[config.mk]
export PLATFORM = sky130hd
export DESIGN_NAME = http_body_chunked_decoder
export DESIGN_NICKNAME = d
export VERILOG_FILES = /design/src/rtl/core/hbcd_pkg.sv /design/src/rtl/core/http_body_chunked_decoder.sv
export SDC_FILE = /design/constraint.sdc
export NUM_CORES = 1
export LEC_CHECK = 0
export ABC_AREA = 1
export BUFFER_PORTS_ARGS = -buffer_cell sky130_fd_sc_hd__buf_2
export CAP_MARGIN = 20
export CORE_ASPECT_RATIO = 0.8
export CORE_MARGIN = 2
export CORE_UTILIZATION = 60
export CTS_BUF_LIST = sky130_fd_sc_hd__clkbuf_8 sky130_fd_sc_hd__clkbuf_16
export CTS_CLUSTER_DIAMETER = 30
export DETAILED_ROUTE_END_ITERATION = 6
export GPL_TIMING_DRIVEN = 0
export MAX_ROUTING_LAYER = met4
export PLACE_DENSITY = 0.8
export SYNTH_ARGS = -nofsm -noshare
export SYNTH_HDL_FRONTEND = slang
export SYNTH_SLANG_ARGS = --single-unit
[constraint.sdc]
create_clock -name clk_i -period 11.3 [get_ports clk_i]
set_input_delay 2.26 -clock clk_i [delete_from_list [all_inputs] [get_ports clk_i]]
set_output_delay 2.26 -clock clk_i [all_outputs]
set_load 0.05 [all_outputs]
[src/rtl/core/hbcd_pkg.sv]
// Shared constants, types and helpers for the HTTP body chunked decoder.
package hbcd_pkg;

  // Width of the chunk-size and payload counters.
  localparam int unsigned COUNT_BITS = 32;
  localparam int unsigned RECV_BITS  = 32;
  localparam int unsigned LEN_BITS   = 32;
  localparam int unsigned CMP_BITS   = (COUNT_BITS > LEN_BITS) ? COUNT_BITS : LEN_BITS;
  localparam int unsigned EXT_BITS   = (COUNT_BITS > RECV_BITS) ? COUNT_BITS : RECV_BITS + 1;

  localparam logic [7:0] CH_CR = 8'h0D;
  localparam logic [7:0] CH_LF = 8'h0A;

  localparam logic ACT_START = 1'b0;
  localparam logic ACT_BYTE  = 1'b1;

  localparam logic MODE_LENGTH  = 1'b0;
  localparam logic MODE_CHUNKED = 1'b1;

  typedef logic [COUNT_BITS-1:0] count_t;

  typedef struct packed {
    logic                 data_valid;
    logic [7:0]           data_byte;
    logic                 body_done;
    logic                 format_error;
    logic [RECV_BITS-1:0] received_bytes;
  } result_t;

  typedef struct packed {
    logic       ok;
    logic [3:0] value;
  } hex_t;

  // ASCII hex digit decode, either case.
  function automatic hex_t hex_digit(input logic [7:0] c);
    hex_t h;
    h.ok    = 1'b1;
    h.value = 4'd0;
    if (c >= 8'h30 && c <= 8'h39) begin
      h.value = 4'(c - 8'h30);
    end else if (c >= 8'h61 && c <= 8'h66) begin
      h.value = 4'(c - 8'h57);
    end else if (c >= 8'h41 && c <= 8'h46) begin
      h.value = 4'(c - 8'h37);
    end else begin
      h.ok = 1'b0;
    end
    return h;
  endfunction

endpackage

[src/rtl/core/http_body_chunked_decoder.sv]
// HTTP/1.1 message body decoder: length-delimited and chunked transfer coding.
// One result per input transaction, registered in the result register or skid entry.
// Throughput: one byte per clock while the skid is empty; all decode logic sits
//   between the state registers and a two-entry output buffer (result register
//   plus skid). The skid entry lets the input accept one more transaction on stall.
// Reset (rst_ni low, async): phase idle, counters and error cleared, buffer empty.
module http_body_chunked_decoder (
  input  logic                        clk_i,
  input  logic                        rst_ni,
  input  logic                        in_valid_i,
  output logic                        in_ready_o,
  input  logic                        action_i,
  input  logic                        body_mode_i,
  input  logic [hbcd_pkg::LEN_BITS-1:0] content_length_i,
  input  logic [7:0]                  byte_value_i,
  output logic                        out_valid_o,
  input  logic                        out_ready_i,
  output logic                        data_valid_o,
  output logic [7:0]                  data_byte_o,
  output logic                        body_done_o,
  output logic                        format_error_o,
  output logic [hbcd_pkg::RECV_BITS-1:0] received_bytes_o
);
  import hbcd_pkg::*;

  // Decoder phases. SIZE_LF waits for LF after CR on a size line,
  // DATA_CR / DATA_LF check the CRLF that closes chunk data.
  typedef enum logic [3:0] {
    PH_IDLE,
    PH_LEN,
    PH_HEX,
    PH_EXT,
    PH_SIZE_LF,
    PH_DATA,
    PH_DATA_CR,
    PH_DATA_LF,
    PH_DONE
  } phase_e;

  phase_e               phase_q, phase_d;
  count_t               chunk_q, chunk_d;
  count_t               count_q, count_d;
  logic [LEN_BITS-1:0]  limit_q, limit_d;
  logic                 err_q, err_d;

  logic                 accept;
  logic                 drain;
  logic                 out_vld_q, skid_vld_q;
  result_t              res_d, out_q, skid_q;

  count_t               count_inc;
  hex_t                 hex;
  logic [EXT_BITS-1:0]  count_ext;

  assign in_ready_o = ~skid_vld_q;
  assign accept     = in_valid_i & in_ready_o;
  assign drain      = ~out_vld_q | out_ready_i;

  // Saturating payload counter increment.
  assign count_inc = (count_q == '1) ? count_q : count_q + 1'b1;
  assign hex       = hex_digit(byte_value_i);

  // Next state and result for the transaction at the input.
  always_comb begin
    phase_d = phase_q;
    chunk_d = chunk_q;
    count_d = count_q;
    limit_d = limit_q;
    err_d   = err_q;
    res_d   = '0;

    if (action_i == ACT_START) begin
      // A start aborts whatever body was in progress.
      count_d = '0;
      chunk_d = '0;
      err_d   = 1'b0;
      limit_d = content_length_i;
      if (body_mode_i == MODE_CHUNKED) begin
        phase_d = PH_HEX;
      end else begin
        phase_d = (content_length_i == '0) ? PH_DONE : PH_LEN;
      end
    end else begin
      unique case (phase_q)
        PH_LEN: begin
          res_d.data_valid = 1'b1;
          count_d          = count_inc;
          if (CMP_BITS'(count_inc) >= CMP_BITS'(limit_q)) begin
            phase_d = PH_DONE;
          end
        end
        PH_HEX: begin
          if (hex.ok) begin
            // Another digit would push the size past the counter width.
            if (|chunk_q[COUNT_BITS-1 -: 4]) begin
              err_d   = 1'b1;
              phase_d = PH_DONE;
            end else begin
              chunk_d = {chunk_q[COUNT_BITS-5:0], hex.value};
            end
          end else if (byte_value_i == CH_CR) begin
            phase_d = PH_SIZE_LF;
          end else begin
            phase_d = PH_EXT;
          end
        end
        PH_EXT: begin
          if (byte_value_i == CH_CR) begin
            phase_d = PH_SIZE_LF;
          end
        end
        PH_SIZE_LF: begin
          // A bare CR keeps waiting; anything else falls back to the extension.
          if (byte_value_i == CH_LF) begin
            phase_d = (chunk_q == '0) ? PH_DONE : PH_DATA;
          end else if (byte_value_i != CH_CR) begin
            phase_d = PH_EXT;
          end
        end
        PH_DATA: begin
          res_d.data_valid = 1'b1;
          count_d          = count_inc;
          if (chunk_q != '0) begin
            chunk_d = chunk_q - 1'b1;
          end
          if (chunk_q <= count_t'(1)) begin
            phase_d = PH_DATA_CR;
          end
        end
        PH_DATA_CR: begin
          if (byte_value_i == CH_CR) begin
            phase_d = PH_DATA_LF;
          end else begin
            err_d   = 1'b1;
            phase_d = PH_DONE;
          end
        end
        PH_DATA_LF: begin
          if (byte_value_i == CH_LF) begin
            chunk_d = '0;
            phase_d = PH_HEX;
          end else begin
            err_d   = 1'b1;
            phase_d = PH_DONE;
          end
        end
        default: ;  // idle and done ignore bytes
      endcase
    end

    count_ext            = EXT_BITS'(count_d);
    res_d.data_byte      = res_d.data_valid ? byte_value_i : 8'h00;
    res_d.body_done      = (phase_d == PH_DONE);
    res_d.format_error   = err_d;
    res_d.received_bytes = (|count_ext[EXT_BITS-1:RECV_BITS]) ? '1
                                                              : count_ext[RECV_BITS-1:0];
  end

  // Decoder state and output buffer control.
  always_ff @(posedge clk_i or negedge rst_ni) begin
    if (!rst_ni) begin
      phase_q    <= PH_IDLE;
      chunk_q    <= '0;
      count_q    <= '0;
      limit_q    <= '0;
      err_q      <= 1'b0;
      out_vld_q  <= 1'b0;
      skid_vld_q <= 1'b0;
    end else begin
      if (accept) begin
        phase_q <= phase_d;
        chunk_q <= chunk_d;
        count_q <= count_d;
        limit_q <= limit_d;
        err_q   <= err_d;
      end
      if (drain) begin
        out_vld_q  <= skid_vld_q | accept;
        skid_vld_q <= 1'b0;
      end else if (accept) begin
        skid_vld_q <= 1'b1;
      end
    end
  end

  // Result payload: skid entry always goes out ahead of a newer result.
  always_ff @(posedge clk_i) begin
    if (drain) begin
      out_q <= skid_vld_q ? skid_q : res_d;
    end else if (accept) begin
      skid_q <= res_d;
    end
  end

  assign out_valid_o      = out_vld_q;
  assign data_valid_o     = out_q.data_valid;
  assign data_byte_o      = out_q.data_byte;
  assign body_done_o      = out_q.body_done;
  assign format_error_o   = out_q.format_error;
  assign received_bytes_o = out_q.received_bytes;

endmodule

==> results of run 1 <==
metal layers:
| metal | part of all wire | track usage | vias up |
|---|---|---|---|
| met2 | 0.41 | 0.496 | 550 |
| met1 | 0.47 | 0.543 | 4925 |
| met4 | 0.016 | 0.0797 | 0 |
| met3 | 0.10 | 0.0772 | 54 |
| li1 | - | - | 4881 |
| met5 | 0 | - | - |
kinds of logic after synthesis:
group,Yosys count
flip-flops,189
multiplexers,1
XOR/XNOR,37
buffers and inverters,252
adder cells (fa/ha/maj),39
AND/OR/NAND/NOR,624
AO/OA/AOI/OAI,271
power breakdown:
| part | switching, uW | internal (uW) |
|---|---|---|
| Combinational | 707 | 288 |
| Clock | 315 | 298 |
| Sequential | 91.6 | 863 |
metrics by stage:
| stage | area (um^2) | hold slack [ns] | total power (uW) | utilization |
|---|---|---|---|---|
| after global placement | 12000 | 0.499 | 1900 | 0.658 |
| after global routing | 12700 | 0.540 | 2700 | 0.695 |
| after CTS | 12700 | 0.521 | 2540 | 0.695 |
| after floorplan | 11300 | 0.474 | 1650 | - |
| final | 12700 | 0.523 | 2560 | 0.695 |
| after detailed placement | 12100 | 0.501 | 1930 | 0.663 |
final cells by class:
type / count / area [um^2] / share of cell area
Sequential cell: 189 / 5160 / 0.406
Multi-Input combinational cell: 972 / 5090 / 0.400
Inverter: 194 / 733 / 0.0577
Timing Repair Buffer: 93 / 536 / 0.0421
Clock buffer: 17 / 425 / 0.0335
Tap cell: 253 / 317 / 0.0249
Buffer: 58 / 283 / 0.0222
Clock inverter: 15 / 170 / 0.0134
state kept, by name, summed over array words and instances, names as in the netlist, 4 cells and up:
signal	count
received_bytes_o	32
limit_q	32
count_q	32
skid_q	43
chunk_q	32
phase_q	4
data_byte_o	8
how the worst min path moves through the flow:
stage	from	end	depth (start not counted)
2_1_floorplan	count_q[23]	count_q[23]	2
3_3_place_gp	limit_q[25]	limit_q[25]	2
3_5_place_dp	count_q[23]	count_q[23]	2
4_1_cts	count_q[23]	count_q[23]	2
5_1_grt	count_q[23]	count_q[23]	2
6_report	limit_q[30]	limit_q[30]	2
worst max-delay path, cell delays in order, from the launching register on:
cell and delay (ns):
dfrtp_1 0.36, clkbuf_1 0.26, inv_2 0.16, clkbuf_1 0.39, buf_2 0.35
cells in the final DEF, fill, tap and decap left out, types with 20 or more instances in the layout:
cell,n
nand3_1,70
xor2_1,36
buf_2,99
nand2_1,323
dfrtp_1,103
edfxtp_1,86
o21ai_1,23
inv_1,183
ha_1,39
nor2_1,130
a21oi_1,95
clkbuf_1,37
nor3_1,25
nand4_1,20
o21ai_0,115
==> impl_metrics.csv, run 1 <==
group,metric,value,unit
outcome,status,"completed",
yosys,netlist_instances,1413,
final_layout,syn2layout_area_growth,13.0,%
routing,avgRoutedWirePerCell,18.6,um
worst_setup_path,critical_path.endpoint_type,"output port",
global_route,grt_pass1_wl,53000,um
yosys,seq_area_frac_synth,0.459,
floorplan,die_h,126,um
timing,fmax,0.237,GHz
timing,tns,0,ns
worst_setup_path,rrSetupSlack,7.22,ns
floorplan,die_x,157,um
yosys,yosysUniqueCellTypes,53,
yosys,ys_warn_count,0,
global_route,grt_usage,0.359,
timing,post-route-period-util,0.374,
worst_setup_path,rr_endpoint,"skid_q[33]",
cts,post_cts_buffers,0,
global_route,grt_pass1_vias,9861,
yosys,netlist.area_leader.share,0.229,
cts,cts_buffers,17,
place,place_ws,6.88,ns
final_layout,final_cells,1791,
final_layout,post_route_cells_drive_above_1_share,0.128,
floorplan,rows,44,
floorplan,ios,91,
floorplan,core,18300,um^2
cts,cts_resized,0,
yosys,synth-seq-cells,189,
cts,cts.reportedPaths.clkPinSlew,0.08,ns
yosys,synthTopCellsByCount,"nand2_1 (324), inv_1 (183), nor2_1 (131)",
global_route,grt_max_degree,58,
place,hpwl,24800,um
global_route,grt_antenna_before_repair,0,
yosys,synth_ff_type,"dfrtp_1",
yosys,syn-cell-area,11300,um^2
routing,drt_pass1_iterations,6,
cts,cts.sinks,189,
worst_setup_path,cp.arrival,1.96,ns
timing,worst_slew_pin_slew,0.804,ns
cts,ctsHoldBuffers,0,
timing,finalMaxSlewViolations,0,
pwr,leakage,0.00608,uW
timing,rsz0062_at_grt,"no",
cts,cts.htree.levels,4,
place,place_inst,1759,
routing,drt-initial-drc-count,1340,
yosys,synth.avg_cell_area,7.96,um^2
worst_setup_path,crit_start,"skid_vld_q",
worst_setup_path,worstSetupStartpointType,"flip-flop",
pwr,ir_worst_vdd,0.133,mV
cts,cts_tree,"yes",
yosys,syn_nets,1498,
routing,viasPerCell,5.81,
place,io_buffers,90,
routing,drcViolationCount,0,
timing,final.setup.worst_slack,7.08,ns
place,place_congestion,1.03,
floorplan,start_util,0.616,
pwr,pwr_density_cell,202,nW/um^2
worst_setup_path,critPathMaxFanout,10,
yosys,synthArstFlopShare,0.545,
yosys,synth_compound_area_frac,0.130,
worst_setup_path,crit_required,9.04,ns
timing,max_slew_margin,0.464,
floorplan,die_area,19900,um^2
yosys,yosys.area_share.adder,0.0434,
yosys,yosysTopAreaCell,"edfxtp_1",
yosys,post-synth-top-count-cell,"nand2_1",
routing,wl,33400,um
yosys,synth_enable_flop_cells,86,
worst_setup_path,crit_end,"in_ready_o",
final_layout,antennaDiodeCount,0,
timing,min_period,4.22,ns
routing,postRouteAntennaNets,0,
cts,clock_latency,0.45,ns
worst_setup_path,r2r-start,"count_q[1]",
worst_setup_path,r2r_cells,24,
cts,clock-root-buffer,"clkbuf_16",
final_layout,nNetsFinal,1610,
yosys,muxShareOfSynthArea,0.00100,
yosys,synth-simple-area-share,0.248,
timing,setup_viol,0,
worst_hold_path,worst_hold_path_type,"reg2reg",
global_route,gr-total-overflow,0,
yosys,synth_top_family_by_area,"simple AND/OR/NAND/NOR gates",
timing,timing_hold_violations_final,0,
worst_setup_path,path_class,"reg2out",
routing,vias,10410,
timing,fin_skew,0.0132,ns
final_layout,fillers,1546,
yosys,synthXorXnorAreaFrac,0.0288,
yosys,synth_area_leaders,"edfxtp_1 (23%), dfrtp_1 (23%), nand2_1 (11%)",
run,cap_violations,0,
cts,clockBufferDepth,2,
(Power assumes the default switching activity.)
==> run 2: changes to the inputs <==
Settings changed: ABC_AREA 1 to 0, CORE_UTILIZATION 60 to 55, PLACE_DENSITY 0.8 to 0.77.
Clock period 11.3 ns to 3.7 ns, I/O delays scaled along.
==> run 2 against run 1 <==
The flow now finishes with violations (negative setup slack). Core utilization shrank 3.1 points. Final cell count down 12%. Clock power rose to 3.0 times the previous value. Critical endpoint is now body_done_o. Critical path depth is 12 higher. Largest cell class is now multi-input combinational cells. Non-clock buffer count rose by 26. Largest power group is now sequential cells.
==> impl_metrics.csv, run 2 <==
group,metric,value,unit
pwr,leakage,0.00539,uW
global_route,gr-total-overflow,0,
worst_setup_path,critical_path.endpoint_type,"flip-flop",
pwr,switching_power,1790,uW
worst_setup_path,rr_endpoint,"body_done_o",
yosys,synth_ff_type,"dfrtp_1",
cts,cts.htree.levels,4,
global_route,grt_usage,0.309,
final_layout,final_cells,1575,
cts,cts_tree,"yes",
yosys,synthArstFlopShare,0.545,
outcome,violations,"negative setup slack",
timing,setup_viol,4,
floorplan,die_x,161,um
worst_setup_path,critPathMaxFanout,7,
pwr,pwr-share-comb,0.220,
cts,clock-root-buffer,"clkbuf_16",
global_route,grt_pass1_wl,48200,um
pwr,pwr_density_cell,429,nW/um^2
floorplan,die_area,20900,um^2
timing,finalMaxSlewViolations,0,
final_layout,layout_common_cells,"nand2_1 (164), o21ai_0 (138), dfrtp_1 (97), buf_2 (94), nor2_1 (94)",
yosys,post-synth-top-count-cell,"nand2_1",
yosys,netlist_instances,1180,
worst_hold_path,worst_hold_path_type,"in2async",
run,cap_violations,0,
worst_setup_path,crit_required,3.93,ns
routing,drt-initial-drc-count,1066,
yosys,synth_area_leaders,"edfxtp_1 (24%), dfrtp_1 (24%), o21ai_0 (6.4%)",
timing,tns,-1.26,ns
timing,max_slew_margin,0.298,
cts,cts.sinks,189,
routing,viasPerCell,6.11,
floorplan,ios,91,
worst_setup_path,rrSetupSlack,-0.55,ns
place,place_inst,1529,
worst_setup_path,cp.arrival,4.48,ns
final_layout,largest-register,"skid_q",
cts,clockBufferDepth,2,
global_route,grt_antenna_before_repair,0,
floorplan,rows,45,
cts,cts.reportedPaths.clkPinSlew,0.07,ns
routing,postRouteAntennaNets,0,
floorplan,core,19100,um^2
timing,min_period,4.25,ns
place,io_buffers,89,
worst_setup_path,path_class,"reg2reg",
timing,final.setup.worst_slack,-0.552,ns
yosys,synthTopCellsByCount,"nand2_1 (167), o21ai_0 (138), dfrtp_1 (103)",
timing,worst_slew_pin_slew,1.04,ns
yosys,synth.avg_cell_area,9.20,um^2
timing,post-route-period-util,1.15,
worst_setup_path,r2r-start,"count_q[1]",
routing,wl,30300,um
global_route,grt_pass1_vias,8742,
floorplan,die_h,130,um
place,hpwl,21600,um
yosys,ys_warn_count,0,
worst_setup_path,r2r_cells,16,
routing,vias,9627,
worst_setup_path,worstSetupStartpointType,"flip-flop",
final_layout,seqCellArea,5170,um^2
yosys,synth_enable_flop_cells,86,
yosys,synth-seq-cells,189,
outcome,status,"finished with violations",
yosys,yosysUniqueCellTypes,73,
pwr,ir_worst_vdd,0.290,mV
routing,drcViolationCount,0,
final_layout,syn2layout_area_growth,17.2,%
worst_setup_path,crit_start,"count_q[1]",
yosys,yosysTopAreaCell,"edfxtp_1",
pwr,clkPwrFrac,0.337,
yosys,syn-cell-area,10900,um^2
yosys,syn_nets,1265,
global_route,grt_max_degree,68,
timing,timing_hold_violations_final,0,
pwr,p_total,5460,uW
yosys,seq_area_frac_synth,0.475,
routing,drt_pass1_iterations,6,
final_layout,largest_reg_flops,43,
final_layout,fillers,1582,
final_layout,post_route_cells_drive_above_1_share,0.176,
final_layout,nNetsFinal,1388,
cts,clock_latency,0.44,ns
place,place_congestion,0.994,
floorplan,start_util,0.567,
pwr,switching_share,0.327,
pwr,p_int,3670,uW
final_layout,final_common_cell,"nand2_1",
final_layout,final_util,0.665,
timing,fin_skew,0.0122,ns
yosys,netlist.area_leader.share,0.238,
final_layout,multi_input_area,5390,um^2
pwr,pwr-share-seq,0.443,
timing,rsz0062_at_grt,"yes",
cts,cts_buffers,17,
timing,fmax,0.235,GHz
routing,avgRoutedWirePerCell,19.2,um
## run 2: cell types whose count changed in the layout (fill, tap and decap cells not counted), sizes merged, moves of 14 or more
cell    previous run  this run
nand2            330       167
inv              200        70
a21oi             97        46
nor2             145        98
nand3             74        32
xnor2              1        36
o31ai              1        21
a22oi              1        15
clkbuf            55        69
or3                0        14
## run 2: final cells by class
type | instances | share of cell area
flip-flops and latches | 189 | 0.406
clock inverters | 15 | 0.0122
well taps | 258 | 0.0254
repair buffers | 109 | 0.0511
plain buffers | 68 | 0.0298
multi-input cells | 857 | 0.424
clock buffers | 17 | 0.0334
inverters | 61 | 0.0180
diodes | 1 | 0.000197
## run 2: logic make-up after synthesis
group,after synthesis,synth area share
DFF,189,0.475
xor gates and xnor gates,69,0.0557
buffers and inverters,134,0.0491
AOI/OAI and AO/OA,287,0.163
adders and majority gates,39,0.0450
muxes,14,0.0144
and+or+nand+nor,448,0.198
## run 2: worst max-delay path by stage
stage,end
2_1_floorplan,body_done_o
3_3_place_gp,body_done_o
3_5_place_dp,body_done_o
4_1_cts,body_done_o
5_1_grt,body_done_o
6_report,body_done_o
## run 2: metal layers
layer / wire length, um / up-vias / GRT usage
li1: - / 4473 / -
met1: 14400 / 4621 / 0.464
met2: 12600 / 493 / 0.424
met3: 2800 / 40 / 0.0605
met4: 434 / 0 / 0.0877
met5: 0 / - / -
## run 2: stage by stage
step / cell area [um^2] / hold WS, ns / worst slack [ns]
finish: 12700 / 0.258 / -0.552
global route: 12700 / 0.287 / -0.767
detailed placement: 11800 / 0.484 / -0.895
floorplan: 11000 / 0.444 / -0.0203
global placement: 11700 / 0.480 / -0.916
CTS: 12600 / 0.276 / -0.435
## run 2: repair_timing
item / CTS / global route
hold buffers: 0 / 0
endpoints found under the setup margin: 4 / 4
resized for setup: 38 / 12
pin swaps: 7 / 2
setup buffers: 13 / 4
gates cloned: 0 / 0
## run 2: critical path, cell delays in order (launching register included)
cell and delay (ns):
dfrtp_1 0.41, ha_4 0.16, and3_4 0.20, nand4_1 0.20, or4_4 0.48, buf_8 0.15, nand3_2 0.14, nor2_1 0.07
xor2_1 0.17, ha_1 0.32, nand4_1 0.15, nor3_2 0.22, o311a_1 0.25, o31ai_4 0.12, a211o_1 0.31, a221o_1 0.40
o41ai_2 0.28
## run 2: power groups by stage
stage	Combinational (uW)	Sequential, uW	Clock (uW)
global route	1300	2430	1940
finish	1200	2420	1840
detailed placement	1090	2470	0
CTS	1140	2420	1850
global placement	1060	2460	0
floorplan	564	2650	0
==> run 3: changes to the inputs <==
Settings changed: BUFFER_PORTS_ARGS -buffer_cell sky130_fd_sc_hd__buf_2 to unset, CORE_UTILIZATION 55 to 58, CTS_BUF_LIST sky130_fd_sc_hd__clkbuf_8 sky130_fd_sc_hd__clkbuf_16 to sky130_fd_sc_hd__clkbuf_16, DONT_BUFFER_PORTS set to 1, PLACE_DENSITY 0.77 to 0.76.
==> run 3 against run 2 <==
The run still ends with negative setup slack left. Clock skew increased by 0.0054 ns. Die area down 5.0%. Maximum frequency up 3.5%. Non-clock buffer count decreased by 83. Final cell count fell by 5.7%. Critical endpoint unchanged.
==> impl_metrics.csv, run 3 (same netlist as run 2, synthesis figures left out) <==
group,metric,value,unit
routing,drt_pass1_iterations,5,
routing,wl_met3,3290,um
pwr,pwr_density_cell,435,nW/um^2
routing,routed.top_layer,"met4",
routing,postRouteAntennaNets,0,
routing,drt-initial-drc-count,1230,
floorplan,ios,91,
timing,final.setup.worst_slack,-0.409,ns
cts,clockBufferDepth,2,
routing,avgRoutedWirePerCell,20.2,um
pwr,pwr-share-comb,0.175,
routing,wl_met1,14000,um
place,place_area,11300,um^2
place,hpwl,21000,um
final_layout,multi_input_area,5430,um^2
timing,post-route-period-util,1.11,
routing,vias,9293,
place,place_inst,1435,
floorplan,start_util,0.596,
timing,rsz0062_at_grt,"yes",
timing,min_period,4.11,ns
worst_setup_path,r2r-start,"count_q[0]",
timing,finalMaxSlewViolations,0,
final_layout,seqCellArea,5170,um^2
pwr,pwr-share-seq,0.488,
outcome,status,"finished with violations",
cts,clock-root-buffer,"clkbuf_16",
final_layout,largest-register,"skid_q",
cts,cts.sinks,189,
routing,viasPerCell,6.25,
pwr,clkPwrFrac,0.337,
timing,setup_viol,3,
worst_setup_path,cp.arrival,4.35,ns
final_layout,antennaDiodeCount,0,
cts,cts.reportedPaths.clkPinSlew,0.08,ns
floorplan,die_h,126,um
timing,fmax,0.243,GHz
routing,drcViolationCount,0,
final_layout,syn2layout_area_growth,13.7,%
global_route,grt_antenna_before_repair,0,
final_layout,fillers,1472,
floorplan,core,18200,um^2
worst_setup_path,crit_start,"count_q[0]",
final_layout,largest_reg_flops,43,
cts,cts_buffers,17,
final_layout,final_common_cell,"nand2_1",
pwr,leakage,0.00508,uW
pwr,switching_share,0.332,
worst_setup_path,path_class,"reg2reg",
final_layout,layout_common_cells,"nand2_1 (162), o21ai_0 (137), dfrtp_1 (97), nor2_1 (94), edfxtp_1 (86)",
worst_setup_path,r2r_cells,16,
timing,max_slew_margin,0.272,
global_route,grt_usage,0.315,
global_route,gr-total-overflow,0,
floorplan,die_area,19800,um^2
place,place_congestion,0.973,
place,io_buffers,0,
pwr,ir_worst_vdd,0.381,mV
place,place_ws,-0.852,ns
timing,fin_skew,0.0175,ns
cts,cts.htree.levels,4,
routing,wl_met2,12200,um
floorplan,die_x,157,um
worst_setup_path,crit_required,3.94,ns
pwr,p_int,3580,uW
worst_setup_path,critPathMaxFanout,5,
cts,cts_tree,"yes",
final_layout,final_cells,1486,
global_route,grt_pass1_vias,8329,
run,cap_violations,0,
final_layout,nNetsFinal,1305,
pwr,switching_power,1780,uW
final_layout,post_route_cells_drive_above_1_share,0.131,
outcome,violations,"negative setup slack",
worst_setup_path,critical_path.endpoint_type,"flip-flop",
global_route,grt_pass1_wl,46700,um
cts,clock_latency,0.45,ns
worst_setup_path,worstSetupStartpointType,"flip-flop",
routing,wl,30000,um
timing,timing_hold_violations_final,0,
worst_hold_path,worst_hold_path_type,"in2async",
final_layout,fin_area,12300,um^2
floorplan,rows,44,
timing,tns,-0.776,ns
pwr,p_total,5370,uW
timing,worst_slew_pin_slew,1.08,ns
global_route,grt_max_degree,104,
run 3: worst max-delay path, cell delays in order, from the launching register on:
cell and delay (ns):
dfrtp_2 0.44, ha_4 0.16, and3_4 0.18, nand4_1 0.16, nor4_2 0.09, buf_4 0.16
buf_6 0.11, nor4_4 0.37, nand3_2 0.16, xnor2_2 0.17, ha_1 0.34, and4_4 0.25
a221oi_2 0.07, o211a_4 0.26, a211o_1 0.32, a221o_1 0.40, o41ai_2 0.26
run 3: area by class of cell:
class | count | area share
flip-flops and latches | 189 | 0.419
repair buffers | 28 | 0.0223
multi-input cells | 857 | 0.440
clock inverters | 15 | 0.0120
clock buffers | 17 | 0.0345
inverters | 61 | 0.0186
plain buffers | 66 | 0.0282
well taps | 253 | 0.0257
run 3: worst paths after layout:
kind	endpoint	slack, ns
min in group clk_i	limit_q[24]	0.42
worst max register to register	body_done_o	-0.41
worst min-delay path	count_q[21]	0.23
worst min register to register	err_q	0.51
worst max-delay path	body_done_o	-0.41
max in group asynchronous	count_q[30]	3.04
run 3: power groups by stage:
stage                     registers (uW)  logic, uW  clock network [uW]
after floorplan                     2650        564                   0
after global placement              2660        771                   0
after detailed placement            2670        797                   0
after CTS                           2620        860                1820
after global routing                2630       1040                1900
final                               2620        939                1810
run 3: repair_timing:
item                                    CTS  global route
pin swaps                                13            19
endpoints found under the hold margin   103             0
endpoints found under the setup margin    4             4
gates resized for setup                  28            33
hold buffers                              1             0
setup buffers                             6            18
run 3: metrics by stage:
step           hold slack, ns   util
2_1_floorplan           0.444      -
3_3_place_gp            0.450  0.619
3_5_place_dp            0.449  0.621
4_1_cts                 0.262  0.661
5_1_grt                 0.270  0.677
6_report                0.228  0.677
run 3: metal layers:
metal / global-route usage / up-vias
li1: - / 4299
met1: 0.504 / 4429
met2: 0.399 / 523
met3: 0.0646 / 42
met4: 0.0853 / 0
met5: - / -
